## config.mk

```make
export PLATFORM = sky130hd
export DESIGN_NAME = lzfbd_cq
export DESIGN_NICKNAME = d
export VERILOG_FILES = /design/src/design/lzfbd_pkg.sv /design/src/design/lzfbd_cq.sv
export SDC_FILE = /design/constraint.sdc
export NUM_CORES = 1
export LEC_CHECK = 0
export ABC_AREA = 1
export BUFFER_PORTS_ARGS = -buffer_cell sky130_fd_sc_hd__buf_2
export CAP_MARGIN = 25
export CORE_MARGIN = 2
export CORE_UTILIZATION = 40
export DETAILED_ROUTE_END_ITERATION = 6
export PLACE_DENSITY = 0.68
export SLEW_MARGIN = 40
export SYNTH_ARGS = -nofsm -noshare
export SYNTH_HDL_FRONTEND = slang
export SYNTH_SLANG_ARGS = --single-unit
```

## constraint.sdc

```tcl
create_clock -name clk -period 5 [get_ports clk]
set_input_delay 0.5 -clock clk [delete_from_list [all_inputs] [get_ports clk]]
set_output_delay 0.5 -clock clk [all_outputs]
set_load 0.05 [all_outputs]
```

## src/design/lzfbd_pkg.sv

```systemverilog
`timescale 1ns / 1ps
// ----------------------------------------------------------------------------
// LZSS flag-byte decompressor package
// Shared widths, codes and the command and result item types.
// ----------------------------------------------------------------------------
package lzfbd_pkg;

    localparam int WIN_AW   = 12;
    localparam int CNT_W    = 20;
    localparam int RUN_W    = 5;
    localparam int LEN_BIAS = 3;
    localparam int Q_DEPTH  = 4;
    localparam int Q_AW     = 2;

    localparam logic [CNT_W-1:0] COUNT_MAX   = 20'hFFFFF;
    localparam logic [CNT_W-1:0] LIMIT_RESET = 20'd147456;

    localparam logic [2:0] ST_OK        = 3'd0;
    localparam logic [2:0] ST_TRUNC_LIT = 3'd1;
    localparam logic [2:0] ST_TRUNC_REF = 3'd2;
    localparam logic [2:0] ST_ZERO_DIST = 3'd3;
    localparam logic [2:0] ST_OVERFLOW  = 3'd4;

    localparam logic [1:0] OP_NONE = 2'd0;
    localparam logic [1:0] OP_LIT  = 2'd1;
    localparam logic [1:0] OP_REF  = 2'd2;

    localparam logic KIND_DATA = 1'b0;
    localparam logic KIND_STAT = 1'b1;

    typedef struct packed {
        logic [1:0]        op;
        logic [7:0]        data;
        logic [WIN_AW-1:0] ref_dist;
        logic [RUN_W-1:0]  len;
        logic [2:0]        code;
        logic              eos;
    } cmd_t;

    typedef struct packed {
        logic             kind;
        logic [7:0]       data;
        logic [2:0]       status;
        logic [CNT_W-1:0] count;
        logic             run_end;
    } res_t;

endpackage

```

## src/design/lzfbd_cq.sv

```systemverilog
`timescale 1ns / 1ps
// ----------------------------------------------------------------------------
// LZSS command queue
// Short queue of decoded commands between the parser and the copy engine.
// ----------------------------------------------------------------------------
module lzfbd_cq
(
    input  logic             clk,
    input  logic             rst_n,
    input  logic             wr,
    input  lzfbd_pkg::cmd_t  wdata,
    output logic             full,
    input  logic             rd,
    output lzfbd_pkg::cmd_t  rdata,
    output logic             empty
);

    lzfbd_pkg::cmd_t                 mem_reg [lzfbd_pkg::Q_DEPTH];
    logic [lzfbd_pkg::Q_AW-1:0]      wptr_reg;
    logic [lzfbd_pkg::Q_AW-1:0]      rptr_reg;
    logic [lzfbd_pkg::Q_AW:0]        count_reg;
    logic [lzfbd_pkg::Q_AW:0]        count_next;
    logic                            do_wr;
    logic                            do_rd;

    assign full  = (count_reg == (lzfbd_pkg::Q_AW+1)'(lzfbd_pkg::Q_DEPTH));
    assign empty = (count_reg == '0);
    assign do_wr = wr && !full;
    assign do_rd = rd && !empty;
    assign rdata = mem_reg[rptr_reg];

    always_comb
    begin
        count_next = count_reg;
        if (do_wr && !do_rd)
        begin
            count_next = count_reg + 1'b1;
        end
        else if (do_rd && !do_wr)
        begin
            count_next = count_reg - 1'b1;
        end
    end

    always_ff @(posedge clk or negedge rst_n)
    begin
        if (!rst_n)
        begin
            wptr_reg  <= '0;
            rptr_reg  <= '0;
            count_reg <= '0;
        end
        else
        begin
            if (do_wr)
            begin
                wptr_reg <= wptr_reg + 1'b1;
            end
            if (do_rd)
            begin
                rptr_reg <= rptr_reg + 1'b1;
            end
            count_reg <= count_next;
        end
    end

    always_ff @(posedge clk)
    begin
        if (do_wr)
        begin
            mem_reg[wptr_reg] <= wdata;
        end
    end

endmodule

```

==> metrics <==
DR WL/cell 15.2 µm; RSZ-0062 raised after global routing false; largest net degree at the start of global routing 68; global routing usage on met3 4.29%; Stages on worst setup path 5; hold path startpoint wdata[24]; IO Port Bufs 67; # rows 43; Reg-to-Reg Start count_reg[0]$_DFFE_PN0P_; Max Transition Viols Final 0; met2 Use GR 25.4%; Die Wd 123 µm; DRC violations left 0; startpoint types flip-flop; pwr dens 708 mW/mm²; CP bufs+invs 3; Clock Latency Late Sink 0.41 ns; Slew @ Worst Pin 0.782 ns; initial core utilization 40.8%; crit-path max cell delay 0.65 ns; Final Setup Violations 0; maximum vdd ir drop 0.295 mV; Req. time, crit path 4.50 ns; post-route ant nets 0; CTS clk-pin slew, worst paths 0.06 ns; Slowest-stage cell, CP buf_4; register area 0.00390 mm²; Tot GR Track Use 15.0%; initial antenna violation count 0; Worst R2R Path Depth 11; GR Util met1 18.3%; Pre-Repair DR Iteration Count 4; worst min path class in2reg; Period minus WS final 2.73 ns; CP Capture Type primary output; Max Fclk 366 MHz; CTS Sinks 131; Avg Synthesized Cell Area 13.4 µm²; ys async rst share 5.34%; CP max FO 67; number of diodes 0; Vias 3211; Setup TNS Final 0 ns; post-layout instance area 0.00681 mm²; P&R area growth vs syn 20.3%; cell family with most CP delay buffers and inverters; CP Class reg2out; max-cap viol count 0; total core area 0.0139 mm²; Max-slew headroom 47.9%; vias in the first global route 3293; Post-Syn Instances 423; final WL 10500 µm; total number of H-tree levels 4; die height 123 µm; most common cell in the netlist edfxtp_1; layout cells sized above 1 34.1%; root buf cell clkbuf_16; minimum hold slack 0.307 ns; Synth top area share 65.8%; number of synthesized flops with an enable pin 124; P_leak 2.84 nW; synth unique cells 19; CTS buffer count 17; Layout Utilization 49.1%; Critical Path Source rptr_reg[0]$_DFFE_PN0P_; outcome finished clean; largest buffer count on any clock path 2; Vias per Instance 4.65; die area 0.0151 mm²; net count reported at finish 539; CP Cell Sequence inv_4, buf_4, o211ai_1, nand2_1, buf_2; hold path cells 1; most frequent cells after synthesis edfxtp_1, nand2_1, inv_1; Mapped Area 0.00566 mm²; grt ovf 0; Final Power 0.00483 W; max reg flops 124; GRT Max-Usage Layer met2; 1st-iter DRT viols 148; Yosys warnings 0; Fillers 1230; GPL Wtd Cong 0.752; post-synthesis sequential area ratio 68.8%; dominant synthesized flop cell edfxtp_1; # Post-CTS Setup Buffers 0; footprint of the multi-input gates 0.00131 mm²; IO Pins 68; Worst Skew 0.00523 ns; first-pass GRT wire length 16900 µm; Post-Place Cell Area 0.00620 mm²; Synth area leaders edfxtp_1, o211ai_2, nand2_1; #FFs+latches synth 131; Tcrit/Tclk final 54.6%; data arrival time of the worst path 2.23 ns; final hold violation count 0; syn_nets 464; CTS tree yes; DP HPWL 6670 µm; leading area contributor after synthesis edfxtp_1
[area by class of cell]
class / instances / area share [%]
clock inverter: 13 / 2.42
tap: 180 / 3.31
timing repair buffer: 76 / 6.98
clock buffer: 19 / 6.35
multi-input combinational: 192 / 19.2
inverter: 80 / 4.48
sequential: 131 / 57.3
[cell usage in the layout, fill, tap and decap left out, types with 2 or more instances in the layout]
cell / n
nand3_1: 7
clkinv_2: 6
o211ai_1: 13
buf_4: 2
clkbuf_1: 2
edfxtp_1: 124
buf_2: 67
buf_8: 4
inv_2: 15
inv_1: 62
clkinv_1: 3
clkbuf_16: 17
ha_1: 5
nor2_4: 4
inv_4: 2
buf_16: 2
nand2_1: 110
dfrtp_1: 6
o211ai_2: 49
bufinv_16: 4
[logic make-up after synthesis]
family          Yosys count  share of synthesized area, %
buf+inv                 100                          8.62
compound gates           63                          12.6
xor+xnor                  1                         0.155
flops                   131                          68.8
simple gates            122                          8.29
fa+ha+maj                 6                          1.46
[per-stage QoR]
| step | setup slack [ns] | instances |
|---|---|---|
| floorplan | 2.51 | 423 |
| global placement | 2.31 | 652 |
| detailed placement | 2.70 | 658 |
| CTS | 2.25 | 691 |
| global route | 2.13 | 691 |
| finish | 2.27 | 691 |
[where the power goes]
group	internal (W)	leakage [nW]	switching [W]
logic	0.000509	1.33	0.00149
registers	0.00145	1.22	0.000139
clock network	0.000823	0.295	0.000417
[worst paths after layout]
path,end,slack (ns)
max reg2reg,count_reg[2]$_DFFE_PN0P_,2.90
min,mem_reg[1][24]$_DFFE_PP_,0.31
min reg2reg,count_reg[2]$_DFFE_PN0P_,0.53
max,rdata[23],2.27
min in group asynchronous,count_reg[2]$_DFFE_PN0P_,0.45
max in group asynchronous,rptr_reg[1]$_DFFE_PN0P_,4.38
[metal layers]
layer	part of all wire [%]	vias up	routed length [µm]
li1	-	1602	-
met1	42	1529	4440
met2	51	66	5400
met3	5.0	14	529
met4	1.2	0	127
met5	0	-	0
[what timing repair did]
action	4_1_cts	5_1_grt
endpoints found under the setup margin	0	0
resized for setup	0	0
hold endpoints to repair	7	0
hold buffers	1	0
No activity file was read; power rests on OpenSTA's default activity.
