==> src/design/lzfbd_pkg.sv <==
`timescale 1ns / 1ps
// ----------------------------------------------------------------------------
// LZSS flag-byte decompressor package
// Shared widths, codes and the command and result item types.
// ----------------------------------------------------------------------------
package lzfbd_pkg;

    localparam int WIN_AW   = 12;
    localparam int CNT_W    = 20;
    localparam int RUN_W    = 5;
    localparam int LEN_BIAS = 3;
    localparam int Q_DEPTH  = 4;
    localparam int Q_AW     = 2;

    localparam logic [CNT_W-1:0] COUNT_MAX   = 20'hFFFFF;
    localparam logic [CNT_W-1:0] LIMIT_RESET = 20'd147456;

    localparam logic [2:0] ST_OK        = 3'd0;
    localparam logic [2:0] ST_TRUNC_LIT = 3'd1;
    localparam logic [2:0] ST_TRUNC_REF = 3'd2;
    localparam logic [2:0] ST_ZERO_DIST = 3'd3;
    localparam logic [2:0] ST_OVERFLOW  = 3'd4;

    localparam logic [1:0] OP_NONE = 2'd0;
    localparam logic [1:0] OP_LIT  = 2'd1;
    localparam logic [1:0] OP_REF  = 2'd2;

    localparam logic KIND_DATA = 1'b0;
    localparam logic KIND_STAT = 1'b1;

    typedef struct packed {
        logic [1:0]        op;
        logic [7:0]        data;
        logic [WIN_AW-1:0] ref_dist;
        logic [RUN_W-1:0]  len;
        logic [2:0]        code;
        logic              eos;
    } cmd_t;

    typedef struct packed {
        logic             kind;
        logic [7:0]       data;
        logic [2:0]       status;
        logic [CNT_W-1:0] count;
        logic             run_end;
    } res_t;

endpackage

==> src/design/lzfbd_front.sv <==
`timescale 1ns / 1ps
// ----------------------------------------------------------------------------
// LZSS token parser
// Accepts compressed bytes, tracks flag bits and emits copy-engine commands.
// ----------------------------------------------------------------------------
module lzfbd_front
(
    input  logic             clk,
    input  logic             rst_n,
    input  logic             push,
    input  logic [7:0]       in_byte,
    input  logic             in_last,
    input  logic             cq_full,
    output logic             cmd_push,
    output lzfbd_pkg::cmd_t  cmd
);

    localparam logic [1:0] PH_FLAG = 2'd0;
    localparam logic [1:0] PH_LIT  = 2'd1;
    localparam logic [1:0] PH_REF1 = 2'd2;
    localparam logic [1:0] PH_REF2 = 2'd3;

    logic [1:0]                   phase_reg;
    logic [1:0]                   phase_next;
    logic [7:0]                   flags_reg;
    logic [7:0]                   flags_next;
    logic [2:0]                   left_reg;
    logic [2:0]                   left_next;
    logic [7:0]                   first_reg;
    logic [7:0]                   first_next;
    logic                         drop_reg;
    logic                         drop_next;
    logic                         accept;
    logic                         advance;
    logic [lzfbd_pkg::WIN_AW-1:0] ref_dist;

    assign accept   = push && !cq_full;
    assign ref_dist = {first_reg[7:4], in_byte};

    always_comb
    begin
        phase_next = phase_reg;
        flags_next = flags_reg;
        left_next  = left_reg;
        first_next = first_reg;
        drop_next  = drop_reg;
        advance    = 1'b0;
        cmd_push   = 1'b0;
        cmd        = '0;
        cmd.op     = lzfbd_pkg::OP_NONE;
        cmd.code   = lzfbd_pkg::ST_OK;
        cmd.eos    = in_last;
        if (accept)
        begin
            if (drop_reg)
            begin
                if (in_last)
                begin
                    drop_next  = 1'b0;
                    phase_next = PH_FLAG;
                    flags_next = '0;
                    left_next  = '0;
                    first_next = '0;
                end
            end
            else
            begin
                case (phase_reg)
                    PH_FLAG:
                    begin
                        flags_next = in_byte;
                        left_next  = 3'd7;
                        phase_next = in_byte[7] ? PH_LIT : PH_REF1;
                        if (in_last)
                        begin
                            cmd_push = 1'b1;
                            cmd.code = in_byte[7] ? lzfbd_pkg::ST_TRUNC_LIT
                                                  : lzfbd_pkg::ST_TRUNC_REF;
                        end
                    end
                    PH_LIT:
                    begin
                        cmd_push = 1'b1;
                        cmd.op   = lzfbd_pkg::OP_LIT;
                        cmd.data = in_byte;
                        advance  = 1'b1;
                    end
                    PH_REF1:
                    begin
                        first_next = in_byte;
                        phase_next = PH_REF2;
                        if (in_last)
                        begin
                            cmd_push = 1'b1;
                            cmd.code = lzfbd_pkg::ST_TRUNC_REF;
                        end
                    end
                    PH_REF2:
                    begin
                        cmd_push = 1'b1;
                        if (ref_dist == '0)
                        begin
                            cmd.code = lzfbd_pkg::ST_ZERO_DIST;
                            cmd.eos  = 1'b1;
                            drop_next = !in_last;
                        end
                        else
                        begin
                            cmd.op       = lzfbd_pkg::OP_REF;
                            cmd.ref_dist = ref_dist;
                            cmd.len      = lzfbd_pkg::RUN_W'(first_reg[3:0])
                                         + lzfbd_pkg::RUN_W'(lzfbd_pkg::LEN_BIAS);
                            advance      = 1'b1;
                        end
                    end
                    default:
                    begin
                        phase_next = PH_FLAG;
                    end
                endcase
                if (advance)
                begin
                    if (left_reg == '0)
                    begin
                        phase_next = PH_FLAG;
                    end
                    else
                    begin
                        left_next  = left_reg - 1'b1;
                        phase_next = flags_reg[left_reg - 1'b1] ? PH_LIT : PH_REF1;
                    end
                end
                if (in_last)
                begin
                    phase_next = PH_FLAG;
                    flags_next = '0;
                    left_next  = '0;
                    first_next = '0;
                end
            end
        end
    end

    always_ff @(posedge clk or negedge rst_n)
    begin
        if (!rst_n)
        begin
            phase_reg <= PH_FLAG;
            flags_reg <= '0;
            left_reg  <= '0;
            first_reg <= '0;
            drop_reg  <= 1'b0;
        end
        else
        begin
            phase_reg <= phase_next;
            flags_reg <= flags_next;
            left_reg  <= left_next;
            first_reg <= first_next;
            drop_reg  <= drop_next;
        end
    end

endmodule

==> config.mk <==
export PLATFORM = sky130hd
export DESIGN_NAME = lzfbd_front
export DESIGN_NICKNAME = d
export VERILOG_FILES = /design/src/design/lzfbd_pkg.sv /design/src/design/lzfbd_front.sv
export SDC_FILE = /design/constraint.sdc
export NUM_CORES = 1
export LEC_CHECK = 0
export BUFFER_PORTS_ARGS = -buffer_cell sky130_fd_sc_hd__buf_2
export CAP_MARGIN = 15
export CELL_PAD_IN_SITES_DETAIL_PLACEMENT = 1
export CELL_PAD_IN_SITES_GLOBAL_PLACEMENT = 1
export CORE_MARGIN = 2
export CORE_UTILIZATION = 39
export DETAILED_ROUTE_END_ITERATION = 8
export GPL_TIMING_DRIVEN = 0
export PLACE_DENSITY_LB_ADDON = 0.1
export REMOVE_ABC_BUFFERS = 1
export SYNTH_ARGS = -nofsm -noshare
export SYNTH_HDL_FRONTEND = slang
export SYNTH_SLANG_ARGS = --single-unit
==> constraint.sdc <==
create_clock -name clk -period 2.7 [get_ports clk]
set_clock_uncertainty 0.1 [all_clocks]
set_input_delay 0.405 -clock clk [delete_from_list [all_inputs] [get_ports clk]]
set_output_delay 0.405 -clock clk [all_outputs]
set_load 0.005 [all_outputs]
==> flow_metrics.tcl <==
set metrics [dict create \
    worst_pin_slew_ns 0.727 \
    setup_violations 0 \
    r2r_cells 6 \
    layout-drive-gt1-share_pct 38.0 \
    ys_top_cells_by_area "dfrtp_1 36%, mux2_2 13%, and2_1 12%" \
    peakVddDrop_v 0.000255 \
    core_um2 3720 \
    antenna_found_initial 0 \
    r2r_end "phase_reg[0]" \
    wl_per_cell_um 17.2 \
    cp.required_ns 2.19 \
    rsz0062_at_grt "false" \
    dpl.hpwl_um 3220 \
    dieArea_um2 4440 \
    num_rows 22 \
    worstReg2RegStart "left_reg[0]" \
    vias_per_cell 5.47 \
    crit_end "cmd[8]" \
    grt_overflow 0 \
    die_w_um 66.6 \
    cts_buffers 3 \
    dr.pass1.iters 4 \
    cts_sinks 22 \
    io-pin-count 45 \
    fin_crit_ns 2.52 \
    initialDrtViolationCount 29 \
    max_cap_viol_count 0 \
    start_util_pct 41.2 \
    netlist.area_leader.share_pct 36.0 \
    track_usage_pct 20.5 \
    cts.path.max_buffers 2 \
    yosys.area.top_type "dfrtp_1" \
    final_common_cell "buf_2" \
    die_h_um 66.6 \
    ys_ff_latch 22 \
    cp.arrival_ns 2.01 \
    area_growth_pct 21.3 \
    yosysWarningCount 0 \
    io_buffers 43 \
    most-common-layout-cells "43 x buf_2, 29 x and2_1, 22 x dfrtp_1" \
    relSlewSlack_pct 51.1 \
    crit_type "flop to primary output" \
    antenna_left 0 \
    cts-hold-fix-buffers 0 \
    netlist_area_um2 1530 \
    synth_cells 151 \
    slew_viol_final 0 \
    drc 0 \
    ys_seq_area_share_pct 36.0 \
    hp-class "input port to asynchronous set/reset pin" \
    clock_latency_ns 0.27 \
    clkSlewWorstSetupHoldPaths_ns 0.08 \
    gp_congestion 0.914 \
    synth_area_per_cell_um2 10.1 \
    n_antenna_cell 0 \
    synth-edff-count 0 \
    crit_path_start_kind "flop" \
    grt_pass1_vias 1340 \
    power.leakage_nw 0.925 \
    dr_total_vias 1312 \
    crit_start "drop_reg" \
    hold_viol 0 \
    fin_area_um2 1860 \
    cts_max_level 1 \
    fin_nets 209 \
    end_kind "primary output" \
    outcome "finished, final reports clean" \
    cts-root-buf "clkbuf_8" \
    async_flop_share_pct 100 \
    powerDensity_nw_per_um2 604 \
    fin_crit_sh_pct 93.3 \
    grt_max_degree 23 \
    max_freq_mhz 397 \
    cts_tree "yes" \
    grt_pass1_wl_um 6770 \
    place_area_um2 1770 \
    synth_ff_type "dfrtp_1" \
    cp_max_fo 7 \
    synth.distinct_cells 48 \
    rrSetupSlack_ns 0.59 \
    wl_um 4130 \
    final_core_util_pct 49.9 \
]
## layer usage
metal	vias to the layer above	GRT usage, %	routed length [um]
met5	-	0	0
met1	664	25.4	1810
met4	0	3.83	29
li1	626	-	-
met3	4	3.04	108
met2	18	37.8	2190
## critical path: stages, from the launching register on
cell and delay (ns):
dfrtp_1 0.46, or3b_1 0.54, nor2_4 0.16, nand2_1 0.15, nor4bb_1 0.28, buf_2 0.16
## worst min path at each step
stage / end / slack, ns
final: first_reg[4] / 0.0005
after global placement: first_reg[6] / 0.30
after global routing: left_reg[2] / 0.02
after floorplan: drop_reg / 0.009
after CTS: first_reg[6] / 0.01
after detailed placement: first_reg[6] / 0.31
## power breakdown
part,internal [mW],total (mW),switching (mW)
sequential,0.398,0.471,0.0732
combinational,0.179,0.338,0.159
clock,0.198,0.310,0.112
## cell families (layout without fill, tap and decap cells)
kind of cell | count (synthesis) | in the layout | synth area share [%]
XOR/XNOR | 3 | 3 | 1.72
AO/OA/AOI/OAI | 21 | 21 | 11.4
other | 1 | 1 | 0.245
adder cells (fa/ha/maj) | 3 | 3 | 2.45
flip-flops | 22 | 22 | 36.0
multiplexers | 20 | 20 | 16.6
buffers and inverters | 12 | 53 | 3.84
AND/OR/NAND/NOR | 69 | 69 | 27.7
## stage by stage
step / hold slack [ns] / TNS, ns / cells / power [mW] / setup WS [ns]
final: 0.000541 / 0 / 240 / 1.12 / 0.182
after detailed placement: 0.313 / -0.0719 / 235 / 0.814 / -0.0719
after floorplan: 0.00941 / 0 / 144 / 0.701 / 0.545
after global routing: 0.0194 / 0 / 240 / 1.19 / 0.0772
after CTS: 0.0149 / 0 / 240 / 1.13 / 0.0319
after global placement: 0.303 / -0.0236 / 235 / 0.789 / -0.0236
## area by class of cell
cell class | count | area, um^2
clock buffer | 3 | 41.3
inverter | 5 | 18.8
tap | 48 | 60.1
fill | 449 | 1860
multi-input combinational | 117 | 932
sequential | 22 | 551
clock inverter | 1 | 30.0
timing repair buffer | 44 | 223
## synthesized netlist by cell type, types with 2 or more instances
cell type,count
a32o_1,2
nor2_1,9
a21oi_1,3
xor2_1,2
nand3_1,3
mux2_2,17
mux4_1,2
nor2b_1,2
nand2_1,5
ha_1,3
buf_2,2
clkbuf_1,3
o311a_1,2
o21ai_0,2
and3_1,2
inv_1,5
nor4_1,2
and2_1,29
nand3b_1,2
nand2b_1,4
a311oi_1,2
dfrtp_1,22
## what timing repair did
item                                    4_1_cts  5_1_grt
pin swaps                                     1        0
endpoints found under the setup margin        6        5
setup buffers                                 1        0
gates resized for setup                       1        1
No activity file was read; power rests on OpenSTA's default activity.
