<file path="config.mk">
export PLATFORM = sky130hd
export DESIGN_NAME = lzfbd_oq
export DESIGN_NICKNAME = d
export VERILOG_FILES = /design/src/design/lzfbd_pkg.sv /design/src/design/lzfbd_oq.sv
export SDC_FILE = /design/constraint.sdc
export NUM_CORES = 1
export LEC_CHECK = 0
export ABC_CLOCK_PERIOD_IN_PS = 5400
export BUFFER_PORTS_ARGS = -buffer_cell sky130_fd_sc_hd__buf_2
export CORE_MARGIN = 4
export CORE_UTILIZATION = 61
export CTS_CLUSTER_DIAMETER = 50
export DETAILED_ROUTE_END_ITERATION = 16
export GPL_TIMING_DRIVEN = 0
export PLACE_DENSITY_LB_ADDON = 0.05
export SLEW_MARGIN = 20
export SYNTH_ARGS = -nofsm -noshare
export SYNTH_HDL_FRONTEND = slang
export SYNTH_SLANG_ARGS = --single-unit
</file>
<file path="constraint.sdc">
create_clock -name clk -period 5.4 [get_ports clk]
set_input_delay 0.27 -clock clk [delete_from_list [all_inputs] [get_ports clk]]
set_output_delay 0.27 -clock clk [all_outputs]
set_load 0.02 [all_outputs]
</file>
<file path="src/design/lzfbd_pkg.sv">
`timescale 1ns / 1ps
// ----------------------------------------------------------------------------
// LZSS flag-byte decompressor package
// Shared widths, codes and the command and result item types.
// ----------------------------------------------------------------------------
package lzfbd_pkg;

    localparam int WIN_AW   = 12;
    localparam int CNT_W    = 20;
    localparam int RUN_W    = 5;
    localparam int LEN_BIAS = 3;
    localparam int Q_DEPTH  = 4;
    localparam int Q_AW     = 2;

    localparam logic [CNT_W-1:0] COUNT_MAX   = 20'hFFFFF;
    localparam logic [CNT_W-1:0] LIMIT_RESET = 20'd147456;

    localparam logic [2:0] ST_OK        = 3'd0;
    localparam logic [2:0] ST_TRUNC_LIT = 3'd1;
    localparam logic [2:0] ST_TRUNC_REF = 3'd2;
    localparam logic [2:0] ST_ZERO_DIST = 3'd3;
    localparam logic [2:0] ST_OVERFLOW  = 3'd4;

    localparam logic [1:0] OP_NONE = 2'd0;
    localparam logic [1:0] OP_LIT  = 2'd1;
    localparam logic [1:0] OP_REF  = 2'd2;

    localparam logic KIND_DATA = 1'b0;
    localparam logic KIND_STAT = 1'b1;

    typedef struct packed {
        logic [1:0]        op;
        logic [7:0]        data;
        logic [WIN_AW-1:0] ref_dist;
        logic [RUN_W-1:0]  len;
        logic [2:0]        code;
        logic              eos;
    } cmd_t;

    typedef struct packed {
        logic             kind;
        logic [7:0]       data;
        logic [2:0]       status;
        logic [CNT_W-1:0] count;
        logic             run_end;
    } res_t;

endpackage

</file>
<file path="src/design/lzfbd_oq.sv">
`timescale 1ns / 1ps
// ----------------------------------------------------------------------------
// LZSS result queue
// Output queue of data and status items toward the consumer.
// ----------------------------------------------------------------------------
module lzfbd_oq
(
    input  logic             clk,
    input  logic             rst_n,
    input  logic             wr,
    input  lzfbd_pkg::res_t  wdata,
    output logic             full,
    input  logic             rd,
    output lzfbd_pkg::res_t  rdata,
    output logic             empty
);

    lzfbd_pkg::res_t                 mem_reg [lzfbd_pkg::Q_DEPTH];
    logic [lzfbd_pkg::Q_AW-1:0]      wptr_reg;
    logic [lzfbd_pkg::Q_AW-1:0]      rptr_reg;
    logic [lzfbd_pkg::Q_AW:0]        count_reg;
    logic [lzfbd_pkg::Q_AW:0]        count_next;
    logic                            do_wr;
    logic                            do_rd;

    assign full  = (count_reg == (lzfbd_pkg::Q_AW+1)'(lzfbd_pkg::Q_DEPTH));
    assign empty = (count_reg == '0);
    assign do_wr = wr && !full;
    assign do_rd = rd && !empty;
    assign rdata = mem_reg[rptr_reg];

    always_comb
    begin
        count_next = count_reg;
        if (do_wr && !do_rd)
        begin
            count_next = count_reg + 1'b1;
        end
        else if (do_rd && !do_wr)
        begin
            count_next = count_reg - 1'b1;
        end
    end

    always_ff @(posedge clk or negedge rst_n)
    begin
        if (!rst_n)
        begin
            wptr_reg  <= '0;
            rptr_reg  <= '0;
            count_reg <= '0;
        end
        else
        begin
            if (do_wr)
            begin
                wptr_reg <= wptr_reg + 1'b1;
            end
            if (do_rd)
            begin
                rptr_reg <= rptr_reg + 1'b1;
            end
            count_reg <= count_next;
        end
    end

    always_ff @(posedge clk)
    begin
        if (do_wr)
        begin
            mem_reg[wptr_reg] <= wdata;
        end
    end

endmodule

</file>
==> impl_metrics.xml <==
<?xml version="1.0" encoding="UTF-8"?>
<metrics>
  <group name="power_and_ir_drop">
    <metric name="power.static_leakage" unit="uW">0.00247</metric>
    <metric name="power.switching_fraction" unit="%">29.8</metric>
    <metric name="seq_power_share" unit="%">38.2</metric>
    <metric name="total_power" unit="uW">3910</metric>
    <metric name="power.combinational.fraction" unit="%">31.6</metric>
    <metric name="vdd_ir_drop_max" unit="V">0.000341</metric>
    <metric name="internal_power" unit="uW">2750</metric>
    <metric name="pwr-share-clk" unit="%">30.2</metric>
    <metric name="cellPowerDensity" unit="nW/um^2">576</metric>
    <metric name="switchingPower" unit="uW">1170</metric>
  </group>
  <group name="outcome">
    <metric name="status" unit="">completed</metric>
  </group>
  <group name="global_routing">
    <metric name="grt_first_pass_wirelength" unit="um">14400</metric>
    <metric name="grt_antenna_before_repair" unit="">0</metric>
    <metric name="gr-total-overflow" unit="">0</metric>
    <metric name="grt_pass1_vias" unit="">2788</metric>
    <metric name="grt_usage" unit="%">19.9</metric>
    <metric name="grt_start_max_net_pins" unit="">20</metric>
  </group>
  <group name="critical_path">
    <metric name="critical_path_required" unit="ns">5.13</metric>
    <metric name="critical_path_peak_fanout" unit="">10</metric>
    <metric name="worstSetupStartpointType" unit="">flip-flop</metric>
    <metric name="setup.worst_path.end_class" unit="">primary output</metric>
    <metric name="cp_data_arrival_time" unit="ns">1.90</metric>
    <metric name="criticalPathCategory" unit="">reg -&gt; out</metric>
  </group>
  <group name="routing">
    <metric name="avgViaCountPerCell" unit="">5.60</metric>
    <metric name="remaining_drc_errors" unit="">0</metric>
    <metric name="post_drt_antenna_nets" unit="">0</metric>
    <metric name="routed-via-count" unit="">2541</metric>
    <metric name="totalWireLength" unit="um">9030</metric>
    <metric name="drt_first_iter_violations" unit="">107</metric>
    <metric name="first_pass_iters" unit="">4</metric>
    <metric name="routed_wire_length_per_instance" unit="um">19.9</metric>
  </group>
  <group name="yosys">
    <metric name="syn_inst" unit="">209</metric>
    <metric name="ys_async_rst_share" unit="%">5.04</metric>
    <metric name="synthFlopType" unit="">edfxtp_1</metric>
    <metric name="yosys_warnings" unit="">0</metric>
    <metric name="synth_area_leader_cell" unit="">edfxtp_1</metric>
    <metric name="synth-seq-area-share" unit="%">78.9</metric>
    <metric name="synth_edf_count" unit="">132</metric>
    <metric name="synth.top_cell.area_share" unit="%">75.6</metric>
    <metric name="mappedNetlistNets" unit="">252</metric>
    <metric name="post_synth_main_area_contributors" unit="">edfxtp_1 76%, mux4_2 12%, dfrtp_1 3.3%</metric>
    <metric name="netlist-cell-type-count" unit="">21</metric>
    <metric name="postSynthRegisterBits" unit="">139</metric>
    <metric name="synthesis.area_per_instance" unit="um^2">25.1</metric>
    <metric name="post_synth_instance_area" unit="um^2">5240</metric>
  </group>
  <group name="placed_design">
    <metric name="hpwl" unit="um">5400</metric>
    <metric name="detailed_place.area" unit="um^2">5840</metric>
    <metric name="place.port_buffers" unit="">71</metric>
    <metric name="dp_worst_setup_slack" unit="ns">3.26</metric>
    <metric name="finalWeightedCongestion" unit="">0.635</metric>
  </group>
  <group name="timing">
    <metric name="relSlewSlack" unit="%">66.4</metric>
    <metric name="setup_tns" unit="ns">0</metric>
    <metric name="finalCritPeriodShare" unit="%">40.1</metric>
    <metric name="setup_slack" unit="ns">3.23</metric>
    <metric name="hold_viol_final" unit="">0</metric>
    <metric name="rsz_0062_raised_after_global_routing" unit="">no</metric>
    <metric name="timing_worst_slew_pin_value" unit="ns">0.504</metric>
    <metric name="period_needed" unit="ns">2.17</metric>
    <metric name="max_freq" unit="GHz">0.461</metric>
    <metric name="final-setup-viol-count" unit="">0</metric>
    <metric name="worst_clock_skew" unit="ns">0.00779</metric>
    <metric name="maxSlewViolCount" unit="">0</metric>
  </group>
  <group name="clock_network">
    <metric name="postCtsHoldBufs" unit="">34</metric>
    <metric name="cts_buffer_depth" unit="">2</metric>
    <metric name="clockRootBuffer" unit="">clkbuf_8</metric>
    <metric name="cts.repair_timing.setup_buffer_count" unit="">0</metric>
    <metric name="cts-buffers-inserted" unit="">17</metric>
    <metric name="ctsHtreeMaxLevel" unit="">4</metric>
    <metric name="tritoncts" unit="">built</metric>
    <metric name="cts-resized-gates" unit="">0</metric>
    <metric name="clock-sinks" unit="">139</metric>
    <metric name="clk_latency" unit="ns">0.51</metric>
    <metric name="cts.reportedPaths.clkPinSlew" unit="ns">0.06</metric>
  </group>
  <group name="finish">
    <metric name="flow.area_growth_from_synthesis" unit="%">29.6</metric>
    <metric name="final_nets" unit="">380</metric>
    <metric name="antenna-diode-count" unit="">0</metric>
    <metric name="final_cell_area" unit="um^2">6790</metric>
    <metric name="largest_reg_flops" unit="">132</metric>
    <metric name="fillCellCount" unit="">406</metric>
    <metric name="finalCoreUtilization" unit="%">81.8</metric>
    <metric name="drive_gt1_share" unit="%">43.0</metric>
  </group>
  <group name="die">
    <metric name="site_row_count" unit="">33</metric>
    <metric name="die_h" unit="um">101</metric>
    <metric name="floorplan.die_area" unit="um^2">10100</metric>
    <metric name="io_pins" unit="">72</metric>
    <metric name="floorplan.core_area" unit="um^2">8300</metric>
    <metric name="die_x" unit="um">101</metric>
    <metric name="starting_utilization_of_the_core_area" unit="%">63.2</metric>
  </group>
  <group name="worst_hold_path">
    <metric name="hold_class" unit="">in -&gt; reg</metric>
  </group>
  <group name="job">
    <metric name="cap_viol_max_count" unit="">0</metric>
  </group>
</metrics>
-- per-stage QoR --
stage,hold slack (ns),std cells
after floorplan,-0.0256,209
after global placement,0.116,385
after detailed placement,0.119,389
after CTS,0.0249,454
after global routing,0.0357,454
final,0.0479,454
-- power by group through the flow --
stage / logic, uW / registers, uW / clock network, uW
floorplan: 860 / 1500 / 0
global placement: 1170 / 1510 / 0
detailed placement: 1230 / 1520 / 0
CTS: 1260 / 1500 / 1200
global route: 1320 / 1510 / 1260
finish: 1230 / 1500 / 1180
-- area by class of cell --
| type | count | area, um^2 | area share [%] |
|---|---|---|---|
| inverter | 4 | 15.0 | 0.221 |
| multi-input combinational | 57 | 991 | 14.6 |
| clock inverter | 14 | 194 | 2.86 |
| clock buffer | 17 | 414 | 6.10 |
| buffer | 9 | 103 | 1.51 |
| sequential | 139 | 4140 | 60.9 |
| tap | 105 | 131 | 1.93 |
| timing repair buffer | 109 | 806 | 11.9 |
-- final timing paths --
check,start,slack (ns),to,depth (start not counted)
setup / recovery,rptr_reg[0],3.23,rdata[25],4
hold / removal,rd,0.05,rptr_reg[0],3
setup reg to reg,count_reg[0],3.27,count_reg[2],8
hold reg to reg,count_reg[2],0.51,count_reg[2],1
max in group asynchronous,rst_n,5.12,wptr_reg[0],2
min in group asynchronous,rst_n,0.12,count_reg[0],2
-- Yosys cell counts (2+ instances only) --
cell type / count
and2_1: 4
buf_12: 3
buf_2: 4
buf_6: 2
dfrtp_1: 7
edfxtp_1: 132
ha_1: 5
inv_1: 4
mux4_1: 5
mux4_2: 28
xnor2_1: 4
xor2_1: 2
-- layer usage --
| layer | track usage, % | share of wire (%) |
|---|---|---|
| met1 | 24.3 | 39 |
| met2 | 33.7 | 54 |
| met3 | 5.95 | 5.5 |
| met4 | 7.56 | 1.5 |
| met5 | 0 | 0 |
-- kinds of logic after synthesis --
| kind of cell | share of synthesized area (%) |
|---|---|
| xor+xnor | 1.00 |
| fa+ha+maj | 1.58 |
| buf+inv | 2.24 |
| flops | 78.9 |
| mux | 15.0 |
| simple gates | 1.19 |
-- cell usage in the layout (no fill, tap or decap), types with 2 or more instances in the layout --
| cell | synthesis | layout |
|---|---|---|
| edfxtp_1 | 132 | 132 |
| inv_1 | 4 | 4 |
| buf_6 | 2 | 2 |
| bufinv_16 | 0 | 4 |
| clkbuf_16 | 0 | 16 |
| xnor2_1 | 4 | 4 |
| inv_6 | 0 | 2 |
| buf_2 | 4 | 75 |
| buf_12 | 3 | 3 |
| mux4_1 | 5 | 5 |
| buf_16 | 0 | 4 |
| clkinv_2 | 0 | 4 |
| clkinv_4 | 0 | 2 |
| xor2_1 | 2 | 2 |
| ha_1 | 5 | 5 |
| dfrtp_1 | 7 | 7 |
| mux4_2 | 28 | 28 |
| dlygate4sd3_1 | 0 | 34 |
| and2_2 | 0 | 4 |
-- critical path, cell delays in order (launching register included) --
cell,delay [ns]
dfrtp_1,0.34
buf_6,0.17
buf_12,0.17
mux4_2,0.53
buf_2,0.18
Note: power is estimated with default switching activity, not from simulation.
